### src/sac_lru_pkg.sv
// Shared types and constants of the set-associative LRU cache simulator.
// Used by the line compare unit and the top level; depends on nothing.
`timescale 1ns / 1ps
`default_nettype none

package sac_lru_pkg;

	localparam int ADDR_W     = 32;
	localparam int TAG_W      = 32;
	localparam int STAMP_W    = 32;
	localparam int TOTAL_W    = 32;
	localparam int CMD_W      = 2;
	localparam int WAY_OUT_W  = 3;
	localparam int OUT_DATA_W = 104;
	localparam int CFG_IDX_W  = 2;
	localparam int CFG_DATA_W = 5;

	// Configuration register indexes
	localparam logic [CFG_IDX_W-1:0] REG_SET_BITS   = 2'd0;
	localparam logic [CFG_IDX_W-1:0] REG_BLOCK_BITS = 2'd1;
	localparam logic [CFG_IDX_W-1:0] REG_WAYS       = 2'd2;

	typedef enum logic [CMD_W-1:0] {
		CMD_LOAD   = 2'd0,
		CMD_STORE  = 2'd1,
		CMD_MODIFY = 2'd2,
		CMD_INSTR  = 2'd3
	} cmd_t;

	// One cache line as stored in the line memory
	typedef struct packed {
		logic               valid;
		logic [TAG_W-1:0]   tag;
		logic [STAMP_W-1:0] stamp;
	} line_t;

	// Verdict of the line compare unit for one way
	typedef struct packed {
		logic hit;
		logic empty;
		logic older;
	} cmp_res_t;

endpackage

`default_nettype wire

### src/sac_lru_cmp.sv
// Line compare unit: tag match, empty check and LRU timestamp compare for one way.
// Depends on sac_lru_pkg.
`timescale 1ns / 1ps
`default_nettype none

module sac_lru_cmp (
	input  wire sac_lru_pkg::line_t                  line,
	input  wire logic [sac_lru_pkg::TAG_W-1:0]       key_tag,
	input  wire logic                                have_lru,
	input  wire logic [sac_lru_pkg::STAMP_W-1:0]     lru_stamp,
	output sac_lru_pkg::cmp_res_t                    res
);

	import sac_lru_pkg::*;

	always_comb begin
		res.hit   = line.valid && (line.tag == key_tag);
		res.empty = !line.valid;
		// a valid non-matching line that beats the current victim; ties keep the lower way
		res.older = line.valid && (line.tag != key_tag) &&
			(!have_lru || (line.stamp < lru_stamp));
	end

endmodule

`default_nettype wire

### config.mk
export PLATFORM = sky130hd
export DESIGN_NAME = sac_lru_cmp
export DESIGN_NICKNAME = d
export VERILOG_FILES = /design/src/sac_lru_pkg.sv /design/src/sac_lru_cmp.sv
export SDC_FILE = /design/constraint.sdc
export NUM_CORES = 1
export LEC_CHECK = 0
export BUFFER_PORTS_ARGS = -buffer_cell sky130_fd_sc_hd__clkbuf_2
export CORE_AREA = 10 10 74 76
export DETAILED_ROUTE_END_ITERATION = 10
export DIE_AREA = 0 0 84 86
export PLACE_DENSITY = 0.7
export SYNTH_ARGS = -nofsm -noshare
export SYNTH_HDL_FRONTEND = slang
export SYNTH_SLANG_ARGS = --single-unit
export TNS_END_PERCENT = 100
### constraint.sdc
create_clock -name vclk -period 1.9
set_clock_uncertainty 0.2 [all_clocks]
set_input_delay 0.095 -clock vclk [all_inputs]
set_output_delay 0.095 -clock vclk [all_outputs]
set_load 0.03 [all_outputs]
Yosys cells after proc, flatten, opt, wreduce, memory -nomap -nowiden:

Index checks and enable logic that the tools add are counted.

* bits in registers: 0
* input port bits: 130
* output and inout bits: 3
* word-level logic and storage cells: 9

* magnitude comparators: 1
* eq/ne operators: 2
* reductions and logical operators: 6

Operators by type and width (count)
* 32-bit == test: 1
* 32-bit less-than comparator: 1
* 32-bit != test: 1
* 1-bit logical AND: 3
* 1-bit zero test: 2
* 1-bit logical OR: 1

Logic depth before layout (Yosys ltp):

* depth in word-level cells: 3
* gate-level depth with buffers: 7
* gate-level depth less buffers: 7

Least setup slack after synthesis:

No wires, ideal clock.

* path kind: input-to-output
* from: in lru_stamp[17] in the netlist's numbering
* to: out res[0] in the netlist's numbering
* arrival time: 1.620 ns
* required time: 1.605 ns
* setup slack: -0.015 ns
* stages on the path: 7
* buffers on the path: 0
* cells stage by stage: inv_1 ha_1 a21oi_1 o21ai_0 a2111oi_4 a31oi_1 nor4_2

RTL lines
* start: declaration: line sac_lru_cmp.sv:10 `input wire logic [sac_lru_pkg::STAMP_W-1:0] lru_stamp,`
* end: declaration: line sac_lru_cmp.sv:11 `output sac_lru_pkg::cmp_res_t res`

==> impl_metrics.csv <==
group,metric,value,unit
worst_setup_path,crit_required,1600,ps
routing,vias,1532,
routing,drtPass1Iterations,4,
floorplanning,die_y,86,um
synth,ys_types,21,
synth,postSynthAreaPerCell,7.304,sq um
synth,netlist_area,1169,sq um
sta,worst_pin_slew,320.6,ps
layout,fin_cells,348,
synth,yosysWarnings,0,
synth,synth_top_family_by_area,"adder cells",
layout,fillCellCount,425,
synth,syn_nets,321,
layout,nNetsFinal,461,
clocking,cts_hold_buf,0,
sta,hold_viol,0,
sta,clock.fmax,0.5340,GHz
layout,final_common_cell,"clkbuf_2",
sta,finalMaxSlewViolations,0,
worst_setup_path,path_cells,"clkbuf_2 > inv_1 > ha_1 > a2111o_1 > a32oi_2 > a31oi_2 > nor4_4 > clkbuf_8",
grt,grt_max_degree,4,
sta,period_needed,1873,ps
routing,wl,4480,um
layout,n_sequential_cell,0,
sta,rsz0062_at_grt,"yes",
routing,vias_per_cell,4.402,
floorplanning,rows,23,
worst_setup_path,crit_path_max_incr_delay,380,ps
worst_setup_path,crit_buf_inv,3,
sta,slew_headroom,78.43,%
grt,grtUsageTotal,11.43,%
worst_setup_path,cp-end-kind,"output pin",
hold_path,hold_path_end,"res[1]",
worst_setup_path,worstSetupStartpointType,"input pin",
flow_run,cap_viol_max_count,0,
hold_path,holdPathStages,3,
synth,synth_mux_area_share,0,%
worst_setup_path,critPathTopFamily,"compound AO/OA/AOI/OAI gates",
routing,detail_route.wl_per_cell,12.87,um
power_and_ir_drop,power.static_leakage,1.233,nW
layout,most-common-layout-cells,"132 x clkbuf_2, 32 x inv_1, 32 x xor2_1",
outcome,status,"complete, no violations",
routing,route.detailed.drc,0,
layout,regArea,0,sq um
floorplanning,die_area,7224,sq um
layout,syn_to_final_growth,69.70,%
grt,grt_pass1_vias,1739,
placement,globalplace.congestion,0.7753,
power_and_ir_drop,worst_ir_drop_vdd,0.08816,mV
sta,fin_crit_sh,98.57,%
worst_setup_path,worstSetupStartpoint,"lru_stamp[1]",
floorplanning,coreArea,3971,sq um
sta,setup_tns,0,ps
synth,yosys.area_share.simple,18.09,%
sta,setup-violations-final,0,
hold_path,min_path_type,"in -> out",
worst_setup_path,slowest_stage,"a2111o_1",
synth,synth_xor_area_share,23.98,%
grt,grt_pass1_wl,7334,um
worst_setup_path,critPathMaxFanout,1,
placement,io_buffers,133,
grt,grt_overflow_total,0,
worst_setup_path,critPathKind,"in -> out",
synth,yosysSeqAreaShare,0,%
layout,multi_input_area,1089,sq um
layout,antenna_cells,0,
power_and_ir_drop,p_per_area,189.0,nW/um^2
layout,nClkBuffers,0,
synth,synth_compound_area_share,14.45,%
grt,antenna_found_initial,0,
placement,hpwlAfterDp,4418,um
routing,antenna_left,0,
worst_setup_path,worstPathArrival,1580,ps
layout,drive_gt1_share,49.33,%
floorplanning,ioPinCount,133,
synth,synthCells,160,
floorplanning,initial_core_util,29.43,%
routing,drtIter0Drc,7,
clocking,postCtsSetupBuffers,0,
synth,synthAdderAreaFrac,33.19,%
floorplanning,chipWidth,84,um
placement,placed_cells,348,
hold_path,worstHoldStart,"line[64]",
Yosys cell counts, drive strengths merged (2+ instances only):
library cell | instances | share of area, %
inv | 32 | 10
xor2 | 32 | 24
ha | 31 | 33
a21oi | 13 | 5.6
nand2 | 11 | 3.5
nor4 | 11 | 6.4
nor2 | 8 | 2.6
o21ai | 5 | 2.1
nand4 | 4 | 2.1
nand2b | 2 | 1.7
nand3 | 2 | 0.86
nor3 | 2 | 0.86
logic make-up (layout without fill, tap and decap cells):
family	count (synthesis)	in the layout
fa+ha+maj	31	31
buf+inv	32	170
compound gates	25	25
simple gates	40	40
xor+xnor	32	32
layer usage:
metal / global-route usage, % / part of all wire [%] / up-vias / wire length, um
li1: - / - / 826 / -
met1: 11.51 / 37 / 622 / 1678
met2: 21.88 / 49 / 84 / 2210
met3: 5.771 / 13 / 0 / 591
met4: 0 / 0 / 0 / 0
met5: 0 / 0 / - / 0
power breakdown:
part	switching, W	internal (W)
registers	0	0
logic	0.000165	0.000210
clock network	0	0
total	0.000165	0.000210
worst max path at each step:
stage	to	depth (start not counted)	slack (ps)
after CTS	res[0]	8	5
after global routing	res[0]	9	-60
after detailed placement	res[0]	10	-100
after floorplan	res[0]	7	140
final	res[0]	8	30
after global placement	res[0]	9	-100
metrics by stage:
| stage | utilization, % | hold WS [ps] | power [W] | setup slack, ps | instance area (sq um) |
|---|---|---|---|---|---|
| 2_1_floorplan | - | 114.7 | 0.0001784 | 137.0 | 1177 |
| 3_3_place_gp | 48.93 | 332.8 | 0.0003623 | -103.9 | 1943 |
| 3_5_place_dp | 48.93 | 325.0 | 0.0003671 | -101.0 | 1943 |
| 4_1_cts | 49.65 | 325.9 | 0.0003762 | 4.614 | 1972 |
| 5_1_grt | 49.94 | 349.7 | 0.0004314 | -64.74 | 1983 |
| 6_report | 49.94 | 320.2 | 0.0003749 | 27.18 | 1983 |
cell type report:
type               count  area share (%)
inverters             32           6.057
multi-input cells    128           54.89
well taps             50           3.155
repair buffers       138           35.90
what timing repair did:
item / 4_1_cts / 5_1_grt
endpoints found under the setup margin: 1 / 1
pin swaps: 4 / 2
resized for setup: 6 / 3
No activity file was read; power rests on OpenSTA's default activity.
