[src/sac_lru_ram.sv]
// Generic single-port-write, single-port-read RAM with registered read data.
// No dependencies.
`timescale 1ns / 1ps
`default_nettype none

module sac_lru_ram #(
	parameter int WIDTH = 8,
	parameter int DEPTH = 16,
	localparam int AW = (DEPTH > 1) ? $clog2(DEPTH) : 1
) (
	input  wire logic             clk,
	input  wire logic             we,
	input  wire logic [AW-1:0]    waddr,
	input  wire logic [WIDTH-1:0] wdata,
	input  wire logic [AW-1:0]    raddr,
	output logic      [WIDTH-1:0] rdata
);

	logic [WIDTH-1:0] mem_q [DEPTH];

	always_ff @(posedge clk) begin
		if (we) begin
			mem_q[waddr] <= wdata;
		end
		rdata <= mem_q[raddr];
	end

endmodule

`default_nettype wire

[config.mk]
export PLATFORM = sky130hd
export DESIGN_NAME = sac_lru_ram
export DESIGN_NICKNAME = d
export VERILOG_FILES = /design/src/sac_lru_ram.sv
export SDC_FILE = /design/constraint.sdc
export NUM_CORES = 1
export LEC_CHECK = 0
export BUFFER_PORTS_ARGS = -buffer_cell sky130_fd_sc_hd__buf_2
export CAP_MARGIN = 25
export CORE_ASPECT_RATIO = 1.25
export CORE_MARGIN = 3
export CORE_UTILIZATION = 60
export DETAILED_ROUTE_END_ITERATION = 10
export PLACE_DENSITY = 0.89
export SYNTH_ARGS = -nofsm -noshare
export SYNTH_HDL_FRONTEND = slang
export SYNTH_SLANG_ARGS = --single-unit
export TNS_END_PERCENT = 10
[constraint.sdc]
create_clock -name clk -period 2.1 [get_ports clk]
set_clock_uncertainty 0.15 [all_clocks]
set_input_delay 0.105 -clock clk [delete_from_list [all_inputs] [get_ports clk]]
set_output_delay 0.105 -clock clk [all_outputs]
set_load 0.1 [all_outputs]
==> Word-level counts from Yosys, hierarchy flattened <==
Memory sizes are Yosys's and may differ from the RTL's. A register that Yosys moved wholly into a read port is not among the register bits.
Cells that the tools add are included.
{ "totals": {"ff_bits": 0, "ramBits": 128, "input_bits": 18, "output_inout_bits": 8, "wordCells": 3, "memories": 1} }
{ "classes": {"mux": 2} }
{ "memory_table": {"columns": ["name", "depth", "width", "read_ports", "rd_ports_with_merged_regs", "write_ports", "line_no", "rtl"], "rows": [
  ["mem_q", 16, 8, 1, 1, 1, "19", "logic [WIDTH-1:0] mem_q [DEPTH];"]
]} }
{ "op_table": {"columns": ["cell", "count"], "rows": [
  ["$mux 1", 2]
]} }

==> Depth between registers and ports, before layout <==
Gate-level depths: netlist (run 1).
{ "depth": {"ltp_word": 2, "mapped_depth": 5} }

==> Worst setup path before layout (run 1) <==
OpenSTA, ideal clock, no wires.
{ "synth_path": {"kind": "input port to flip-flop", "startpoint": "in waddr[2]", "endpoint": "mem mem_q[0][0], enable pin", "t_arrival_ns": 1.215, "slack_ns": 0.352, "stages": 2, "n_path_buf": 0, "path_cell_list": "or3b_2 nor3_1"} }
{ "synth_lines": {"columns": ["item", "line_no", "rtl"], "rows": [
  ["start, declared", "13", "input wire logic [AW-1:0] waddr,"],
  ["end, declared", "19", null]
]} }
No word-level cell before the write port.

==> Worst setup path after layout (run 1) <==
{ "layout_path": {"startpoint": "in waddr[1]", "endpoint": "mem mem_q[4][4], enable pin"} }
No word-level cell before the write port.

==> key figures, run 1 <==
Run
  • Max_cap viols: 0

Synthesis
  • Async set-reset flop share out of synthesis: 0%
  • Top cells by count, synth: edfxtp_1 (128), mux4_2 (18), a22oi_1 (16)
  • Flops & latches, synth: 136
  • Mean post-synth cell area: 22.48 um^2
  • Dominant cell type by area after synthesis: edfxtp_1
  • Share of the synthesized area in the top cell type: 74.67%
  • Post-synth cell types: 19
  • Synth area leaders: edfxtp_1 (75%), mux4_2 (7.9%), mux4_1 (7.1%), dfxtp_1 (3.1%), a22oi_1 (2.3%)
  • Ys flop type: edfxtp_1
  • Synthesized cell area: 0.005147 mm^2
  • Seq/Total Area, Yosys: 77.78%
  • Post-synth EDFFs: 128
  • Net Count, Synth: 247
  • Syn Inst Count: 229
  • Synth Warn #: 0
  • Most frequent cell after synthesis: edfxtp_1

Final layout
  • Area Growth Syn to Fin: 19.98%
  • Final core utilization: 74.53%
  • Nets: 313
  • Antenna Diode Count: 0
  • Share of cells above drive strength 1: 31.17%

Critical path
  • Critical path type: input pin to register
  • Worst R2R Start: mem_q[1][1]$_DFFE_PP_
  • Worst EP required: 2.17 ns
  • Setup crit start: waddr[1]
  • Nature of the critical path endpoint: register
  • Critical Path Source Type: input pin
  • Worst R2R Setup Slack: 0.51 ns
  • Critical Path Fanout Max: 8
  • Crit path DAT: 1.77 ns

STA
  • Period utilisation layout: 81.14%
  • Worst-margin pin slew: 0.7956 ns
  • Setup TNS: 0 ns
  • Unrepaired setup endpoints after global routing: false
  • Final hold vios: 0
  • Slew Limit Fails: 0
  • Setup violations, final: 0
  • Max Freq: 586.9 MHz
  • Hold_ws: 0.01875 ns
  • Slew Limit Headroom: 46.85%
  • Fin crit period: 1.704 ns

Floorplanning
  • IO Pins: 26
  • CORE AREA: 0.008287 mm^2
  • Die Span Y: 109.6 um
  • Initial core utilization: 62.12%
  • Die area: 0.009733 mm^2
  • Die W: 88.85 um
  • FP Rows: 37

Worst hold path
  • Min-Delay Startpoint: raddr[2]
  • HP Class: input pin to register

Drt
  • Routed vias/inst: 6.444
  • Number of DRC markers in iteration 0: 308
  • DR pass1 iterations: 5
  • Routed wire length: 10.42 mm
  • Antenna Violating Nets Remaining: 0
  • Drt drc: 0
  • Vias: 2610
  • Avg WL per Cell: 25.74 um

GRT
  • First-pass GRT wire length: 15.95 mm
  • Grt ovf: 0
  • Largest net degree at the start of global routing: 23
  • Total GRT Usage: 24.47%
  • Number of global-route vias before repair: 2669
  • Initial antenna violation count: 0

Clock network
  • CTS tree: done
  • Post CTS Setup Buffer Count: 0
  • Clock latency on the worst-skew pair: 0.52 ns
  • Clock Tree Root: clkbuf_8
  • Reg clk slew, reported paths: 0.06 ns
  • # H-tree levels: 4
  • Maximum root-to-sink buffer count: 2
  • CTS sink cnt: 136
  • Cts repair resizes: 0
  • Number of CTS-inserted buffers: 17

Pwr
  • Clk network pwr share: 44.3%
  • Comb pwr share: 6.9%
  • Leak pwr: 2.133 nW
  • Worst vdd ir: 1.105 mV
  • Sequential fraction of design power: 48.8%
  • Sw Ratio: 22.08%
  • Cell Pwr Density: 1014 mW/mm^2
  • Sw power: 0.001383 W
  • Int Pwr: 0.004880 W

Place
  • GPL Wtd Cong: 0.8546
  • Port Buffer Count: 25
  • DP HPWL: 6.271 mm

Outcome
  • Outcome: finished clean
[cell type report]
class,instances,area [um^2]
Sequential cell,136,4004
Fill cell,433,2111
Multi-Input combinational cell,83,1057
Clock buffer,19,431.7
Timing Repair Buffer,57,430.4
Clock inverter,13,131.4
Tap cell,97,121.4
[worst max-delay path: stages]
cell	delay (ns)
dlygate4sd3_1	0.52
buf_2	0.16
nor3_1	0.20
dlygate4sd3_1	0.59
buf_4	0.19
[cells by family after synthesis]
logic type	count (synthesis)	share of synthesized area [%]
buffers and inverters	10	1.677
AND/OR/NAND/NOR	35	3.184
flip-flops	136	77.78
multiplexers	32	15.02
AO/OA/AOI/OAI	16	2.334
[power by group through the flow]
stage / clock (W) / sequential, W / combinational, W
after detailed placement: 0 / 0.00311 / 0.000411
after CTS: 0.00280 / 0.00305 / 0.000432
final: 0.00278 / 0.00305 / 0.000432
after floorplan: 0 / 0.00324 / 0.000154
after global placement: 0 / 0.00310 / 0.000399
after global routing: 0.00294 / 0.00306 / 0.000457
[cells in the final DEF (no fill, tap or decap), types with 2 or more instances in the layout]
cell           instances
edfxtp_1             128
buf_2                 25
mux4_2                18
buf_4                 18
a22oi_1               16
clkbuf_16             16
mux4_1                14
nor2_1                13
dlygate4sd3_1         11
nand2_1                9
dfxtp_1                8
clkinv_2               5
clkinvlp_4             5
nor3_1                 4
buf_12                 3
nand3b_1               2
nand2b_1               2
clkbuf_8               2
bufinv_16              2
[registers in the layout (all words and copies together), names as in the netlist]
| name | cells |
|---|---|
| mem_q | 128 |
| rdata | 8 |
[metrics by stage]
stage / setup slack, ns / instance area (um^2) / std cells / total power, W
6_report: 0.3961 / 6176 / 405 / 0.006263
3_5_place_dp: 0.3158 / 5503 / 362 / 0.003520
2_1_floorplan: 0.3521 / 5147 / 229 / 0.003390
3_3_place_gp: 0.3514 / 5503 / 362 / 0.003503
4_1_cts: 0.4836 / 6176 / 405 / 0.006282
5_1_grt: 0.3594 / 6176 / 405 / 0.006452
[timing repair]
action | 4_1_cts | 5_1_grt
endpoints found under the hold margin | 157 | 0
hold buffers | 11 | 0
setup endpoints to repair | 0 | 0
[per-layer routing]
| layer | up-vias | wire (um) | global-route usage [%] |
|---|---|---|---|
| met4 | 0 | 357 | 13.07 |
| met1 | 1341 | 3994 | 32.28 |
| met2 | 135 | 5341 | 36.78 |
| met5 | - | 0 | 0 |
| li1 | 1108 | - | - |
| met3 | 26 | 730 | 7.496 |
[worst paths after layout]
path,to,cells past startpoint
worst max-delay path,mem_q[4][4]$_DFFE_PP_,5
worst min-delay path,rdata[1]$_DFF_P_,4
worst max register to register,rdata[1]$_DFF_P_,3
worst min register to register,rdata[5]$_DFF_P_,3
No activity file was read; power rests on OpenSTA's default activity.
==> inputs of run 2 (changes only) <==
==> constraint.sdc (replaced) <==
create_clock -name clk -period 1.74 [get_ports clk]
set_clock_uncertainty 0.15 [all_clocks]
set_input_delay 0.087 -clock clk [delete_from_list [all_inputs] [get_ports clk]]
set_output_delay 0.087 -clock clk [all_outputs]
set_load 0.1 [all_outputs]
==> run 2 against run 1 <==
Setup slack got worse by 0.32 ns. Worst hold slack improved by 0.011 ns. Register-to-register slack got worse by 0.28 ns. Cell area increased by 1.3%. Power increased by 22%. Flip-flop and latch count unchanged. Final cell count increased by 1.2%. Critical endpoint is now mem_q[0][3]$_DFFE_PP_. Largest cell class unchanged.
==> key figures, run 2 (synthesized netlist as in run 1, its figures left out) <==
Outcome
  • Outcome: finished clean

STA
  • Worst-margin pin slew: 0.4941 ns (-0.3015 ns)
  • Final hold vios: 0 (unchanged)
  • Unrepaired setup endpoints after global routing: false
  • Period utilisation layout: 95.34%
  • Setup violations, final: 0 (unchanged)
  • Max Freq: 602.8 MHz
  • Slew Limit Headroom: 67.29% (+20 points)
  • Setup TNS: 0 ns (unchanged)
  • Slew Limit Fails: 0 (unchanged)
  • Fin crit period: 1.659 ns

Critical path
  • Critical path type: input pin to register
  • R2R cell count: 3 (unchanged)
  • CP peak stage delay: 0.58 ns (about the same)
  • Worst EP required: 1.81 ns (-0.36 ns)
  • Worst R2R Start: mem_q[0][3]$_DFFE_PP_
  • Crit path DAT: 1.73 ns (-0.04 ns)
  • Critical Path Fanout Max: 8 (unchanged)
  • Nature of the critical path endpoint: register
  • Critical path capture point: mem_q[0][3]$_DFFE_PP_
  • Setup crit start: waddr[1]
  • Critical-path cell list: dlygate4sd3_1, buf_2, nor3_2, dlygate4sd3_1, buf_4
  • Critical Path Source Type: input pin
  • R2r endpoint: rdata[3]$_DFF_P_
  • Critical Path Slowest Stage Cell: dlygate4sd3_1
  • Cell mode on critical path: dlygate4sd3_1
  • Worst R2R Setup Slack: 0.23 ns (-0.28 ns)

Clock network
  • # H-tree levels: 4 (unchanged)
  • CTS sink cnt: 136 (unchanged)
  • Number of CTS-inserted buffers: 17 (unchanged)
  • CTS tree: done
  • Clock latency on the worst-skew pair: 0.52 ns (about the same)
  • Clock Tree Root: clkbuf_8
  • Reg clk slew, reported paths: 0.06 ns (about the same)
  • Maximum root-to-sink buffer count: 2 (unchanged)
  • Post CTS Setup Buffer Count: 0 (unchanged)

Drt
  • Drt drc: 0 (unchanged)
  • Avg WL per Cell: 24.63 um (-4.3%)
  • Vias: 2554 (-2.1%)
  • Antenna Violating Nets Remaining: 0 (unchanged)
  • Routed wire length: 10.10 mm (-3.1%)
  • Routed vias/inst: 6.229 (-3.3%)
  • Number of DRC markers in iteration 0: 278 (-9.7%)
  • DR pass1 iterations: 5 (unchanged)

Place
  • Dpl cells: 365 (+0.83%)
  • DP HPWL: 6.376 mm (+1.7%)
  • GPL Wtd Cong: 0.7826 (-8.4%)
  • Area after DPL: 0.005538 mm^2 (+0.64%)
  • Port Buffer Count: 25 (unchanged)

Final layout
  • Non-filler cells in the finished layout: 410 (+1.2%)
  • Multi-input logic area: 0.001062 mm^2 (+0.47%)
  • Registers with the most flip-flops: mem_q (128), rdata (8)
  • Most frequent cells in the layout: edfxtp_1 (128), buf_2 (25), buf_4 (20)
  • Most common cell after layout, fill and taps aside: edfxtp_1
  • # fillers: 423 (-2.3%)
  • Nets: 318 (+1.6%)
  • FF+latch area: 0.004004 mm^2 (unchanged)
  • Max reg flops: 128 (unchanged)
  • Share of cells above drive strength 1: 31.63% (+0.46 points)
  • Top reg by flops: mem_q
  • Area Growth Syn to Fin: 21.54%
  • Final Instance Area: 0.006256 mm^2 (+1.3%)
  • Antenna Diode Count: 0 (unchanged)

Floorplanning
  • Die area: 0.009733 mm^2 (unchanged)
  • Initial core utilization: 62.12% (unchanged)
  • Die Span Y: 109.6 um (unchanged)
  • CORE AREA: 0.008287 mm^2 (unchanged)
  • Die W: 88.85 um (unchanged)
  • IO Pins: 26 (unchanged)
  • FP Rows: 37 (unchanged)

Worst hold path
  • Hold Path Stages: 5 (+1)
  • HP Class: input pin to register

Pwr
  • Cell Pwr Density: 1224 mW/mm^2 (+21%)
  • Leak pwr: 2.189 nW (+2.6%)
  • Worst vdd ir: 0.8749 mV (-21%)

GRT
  • Initial antenna violation count: 0 (unchanged)
  • Total GRT Usage: 23.75% (-0.72 points)
  • Grt ovf: 0 (unchanged)
  • Largest net degree at the start of global routing: 33 (+43%)
  • First-pass GRT wire length: 15.49 mm (-2.9%)
  • Number of global-route vias before repair: 2680 (+0.41%)

Run
  • Max_cap viols: 0 (unchanged)
-- run 2: cell count changes in the layout (fill, tap and decap cells not counted) --
cell / change
clkinvlp_4: -4
clkinv_4: -1
clkbuf_8: +4
nor3_1: -1
clkbuf_1: +1
dlygate4sd3_1: +2
buf_4: +2
buf_12: +1
nor3_2: +1
-- run 2: critical path, delay by kind of cell --
| kind | cells | cell delay (ns) |
|---|---|---|
| buffers and inverters | 4 | 1.47 |
| and+or+nand+nor | 1 | 0.18 |
-- run 2: cell type report --
cell class | instances | area share (%)
sequential | 136 | 64.00
multi-input combinational | 83 | 16.98
clock buffer | 24 | 7.840
timing repair buffer | 62 | 7.760
tap | 97 | 1.940
clock inverter | 8 | 1.480
-- run 2: worst min path at each step --
| stage | start | end | slack (ns) |
|---|---|---|---|
| floorplan | wdata[0] | mem_q[0][0]$_DFFE_PP_ | 0.04 |
| global placement | wdata[4] | mem_q[6][4]$_DFFE_PP_ | 0.31 |
| detailed placement | wdata[6] | mem_q[7][6]$_DFFE_PP_ | 0.34 |
| CTS | raddr[3] | rdata[5]$_DFF_P_ | 0.006 |
| global route | raddr[3] | rdata[5]$_DFF_P_ | 0.03 |
| finish | raddr[3] | rdata[5]$_DFF_P_ | 0.03 |
-- run 2: what timing repair did --
action,CTS,global route
endpoints found under the setup margin,0,8
hold buffers,13,0
endpoints found under the hold margin,160,0
resized for setup,0,1
-- run 2: routing by layer --
metal / part of all wire, % / up-vias / global-route usage (%)
li1: - / 1115 / -
met1: 39 / 1326 / 29.65
met2: 54 / 100 / 39.01
met3: 5.2 / 13 / 7.046
met4: 1.5 / 0 / 9.611
met5: 0 / - / 0
-- run 2: metrics by stage --
| stage | setup slack, ns | util [%] | hold slack (ns) | power (W) |
|---|---|---|---|---|
| after floorplan | 0.01013 | - | 0.03587 | 0.004092 |
| after global placement | 0.1039 | 66.83 | 0.3094 | 0.004235 |
| after detailed placement | 0.02686 | 66.83 | 0.3389 | 0.004261 |
| after CTS | 0.1418 | 75.43 | 0.006021 | 0.007707 |
| after global routing | 0.03884 | 75.49 | 0.03311 | 0.007874 |
| final | 0.08103 | 75.49 | 0.02962 | 0.007657 |
-- run 2: where the power goes --
group | total (W) | internal, W | switching (W)
logic | 0.000530 | 0.000177 | 0.000353
registers | 0.00369 | 0.00366 | 0.0000230
clock network | 0.00344 | 0.00222 | 0.00122
==> inputs of run 3 (changes only) <==
--- a/config.mk
+++ b/config.mk
@@ -11,7 +11,9 @@
 export CORE_MARGIN = 3
 export CORE_UTILIZATION = 60
 export DETAILED_ROUTE_END_ITERATION = 10
-export PLACE_DENSITY = 0.89
+export PLACE_DENSITY = 0.81
+export RECOVER_POWER = 50
+export SLEW_MARGIN = 40
 export SYNTH_ARGS = -nofsm -noshare
 export SYNTH_HDL_FRONTEND = slang
 export SYNTH_SLANG_ARGS = --single-unit
==> run 3 against run 2 <==
Non-clock buffer count rose by 2. Worst hold slack improved by 0.040 ns. Clock-buffer cell count rose by 4. First-iteration DRC count fell by 5.4%. Critical path depth did not move. Sequential share of layout area rose by 0.84 points. Clock power fell by 10%. Global-route usage fell by 0.31 points. Register-to-register slack barely moved. Die area did not move. Final cell count rose by 0.24%. Flip-flop and latch count did not move.
==> key figures, run 3 (synthesized netlist as in run 1, its figures left out) <==
Worst hold path
  • HP Class: input pin to register
  • Min-Delay Startpoint: waddr[3]

Critical path
  • Critical Path Source Type: input pin
  • R2R cell count: 3 (unchanged)
  • Worst EP required: 1.83 ns (+0.02 ns)
  • Crit path DAT: 1.70 ns (-0.03 ns)
  • Worst R2R Setup Slack: 0.24 ns (about the same)
  • Worst R2R Start: mem_q[5][3]$_DFFE_PP_
  • Critical path capture point: mem_q[4][7]$_DFFE_PP_
  • Critical Path Fanout Max: 7 (-1)
  • Setup crit start: waddr[0]
  • Critical path type: input pin to register
  • R2r endpoint: rdata[3]$_DFF_P_
  • Nature of the critical path endpoint: register

GRT
  • Initial antenna violation count: 0 (unchanged)
  • Largest net degree at the start of global routing: 33 (unchanged)
  • First-pass GRT wire length: 15.32 mm (-1.1%)
  • Grt ovf: 0 (unchanged)
  • Total GRT Usage: 23.43% (-0.31 points)
  • Number of global-route vias before repair: 2655 (-0.93%)

STA
  • Setup violations, final: 0 (unchanged)
  • Final hold vios: 0 (unchanged)
  • Slew Limit Headroom: 49.93% (-17 points)
  • Unrepaired setup endpoints after global routing: false
  • Fin crit period: 1.613 ns (-0.04598 ns)
  • Period utilisation layout: 92.70% (-2.6 points)
  • Max Freq: 620.0 MHz (+2.9%)
  • Setup TNS: 0 ns (unchanged)
  • Final worst slack: 0.1270 ns (+0.04598 ns)
  • Worst-margin pin slew: 0.7511 ns (+0.2570 ns)
  • Slew Limit Fails: 0 (unchanged)

Final layout
  • Nets: 320 (+0.63%)
  • Registers with the most flip-flops: mem_q (128), rdata (8)
  • Area Growth Syn to Fin: 19.96%
  • Most common cell after layout, fill and taps aside: edfxtp_1
  • Top reg by flops: mem_q
  • Share of cells above drive strength 1: 26.43% (-5.2 points)
  • Max reg flops: 128 (unchanged)
  • Most frequent cells in the layout: edfxtp_1 (128), buf_4 (20), mux4_2 (18)
  • Antenna Diode Count: 0 (unchanged)

Place
  • Port Buffer Count: 25 (unchanged)
  • GPL Wtd Cong: 0.7974 (+1.9%)
  • DP Worst Slack: 0.09177 ns (+0.06491 ns)
  • DP HPWL: 5.998 mm (-5.9%)

Clock network
  • Hold buffer count at cts: 14 (+1)
  • Cts repair resizes: 0 (unchanged)
  • CTS sink cnt: 136 (unchanged)
  • Reg clk slew, reported paths: 0.05 ns (about the same)
  • Clock Tree Root: clkbuf_8
  • Maximum root-to-sink buffer count: 2 (unchanged)
  • CTS tree: done
  • Clock latency on the worst-skew pair: 0.52 ns (about the same)
  • Number of CTS-inserted buffers: 17 (unchanged)
  • Post CTS Setup Buffer Count: 0 (unchanged)
  • # H-tree levels: 4 (unchanged)

Run
  • Max_cap viols: 0 (unchanged)

Drt
  • Vias: 2523 (-1.2%)
  • Drt drc: 0 (unchanged)
  • Met2 wire len: 4.926 mm (-10%)
  • Routed vias/inst: 6.139 (-1.5%)
  • Met1 Wirelength: 3.844 mm (-2.4%)
  • Avg WL per Cell: 23.82 um (-3.3%)
  • Antenna Violating Nets Remaining: 0 (unchanged)
  • Routed wire length: 9.788 mm (-3.1%)
  • Metal3 WL: 779 um (+48%)
  • DR pass1 iterations: 4 (-1)
  • Number of DRC markers in iteration 0: 263 (-5.4%)
  • Highest routed metal layer: met4

Floorplanning
  • CORE AREA: 0.008287 mm^2 (unchanged)
  • Die Span Y: 109.6 um (unchanged)
  • FP Rows: 37 (unchanged)
  • Die area: 0.009733 mm^2 (unchanged)
  • IO Pins: 26 (unchanged)
  • Initial core utilization: 62.12% (unchanged)
  • Die W: 88.85 um (unchanged)

Pwr
  • Worst vdd ir: 0.8601 mV (-1.7%)
  • Total Power: 0.007305 W (-4.6%)
  • Leak pwr: 2.129 nW (-2.7%)
  • Cell Pwr Density: 1183 mW/mm^2 (-3.3%)

Outcome
  • Outcome: finished clean
## run 3: cell types whose count changed in the layout (fill, tap and decap cells not counted), moves of 2 or more
| cell | before | now |
|---|---|---|
| buf_2 | 25 | 17 |
| clkbuf_1 | 2 | 16 |
| clkinv_2 | 5 | 2 |
| bufinv_16 | 2 | 0 |
## run 3: routing by layer
metal | vias to the layer above | track usage, %
met4 | 0 | 10.80
met5 | - | 0
met2 | 123 | 36.41
met1 | 1258 | 30.30
met3 | 21 | 7.496
li1 | 1121 | -
## run 3: area by class of cell
class / count / area [um^2]
clock buffer: 28 / 505.5
tap: 97 / 121.4
multi-input combinational: 83 / 1057
fill: 444 / 2112
sequential: 136 / 4004
timing repair buffer: 64 / 473.0
clock inverter: 3 / 13.76
## run 3: worst min-delay path by stage
stage | end | cells past startpoint
after CTS | mem_q[3][0]$_DFFE_PP_ | 4
after global routing | rdata[2]$_DFF_P_ | 5
final | mem_q[2][6]$_DFFE_PP_ | 4
after detailed placement | mem_q[7][1]$_DFFE_PP_ | 1
after global placement | mem_q[14][6]$_DFFE_PP_ | 1
after floorplan | mem_q[0][0]$_DFFE_PP_ | 0
## run 3: report_power, final
group | internal (W) | switching [W]
Clock | 0.00192 | 0.00117
Combinational | 0.000172 | 0.000351
Sequential | 0.00367 | 0.0000216
Total | 0.00576 | 0.00154
## run 3: critical path, cell delays in order
cell	delay (ns)
dlygate4sd3_1	0.54
buf_2	0.16
nor3_1	0.16
dlygate4sd3_1	0.60
buf_4	0.16
## run 3: per-stage QoR
step,hold WS [ns],instances,instance area [um^2],utilization (%)
final,0.06991,411,6175,74.51
after global routing,0.07979,411,6175,74.51
after CTS,0.04415,411,6192,74.72
after detailed placement,0.3325,366,5533,66.77
after global placement,0.3100,366,5533,66.77
after floorplan,0.03587,229,5147,-
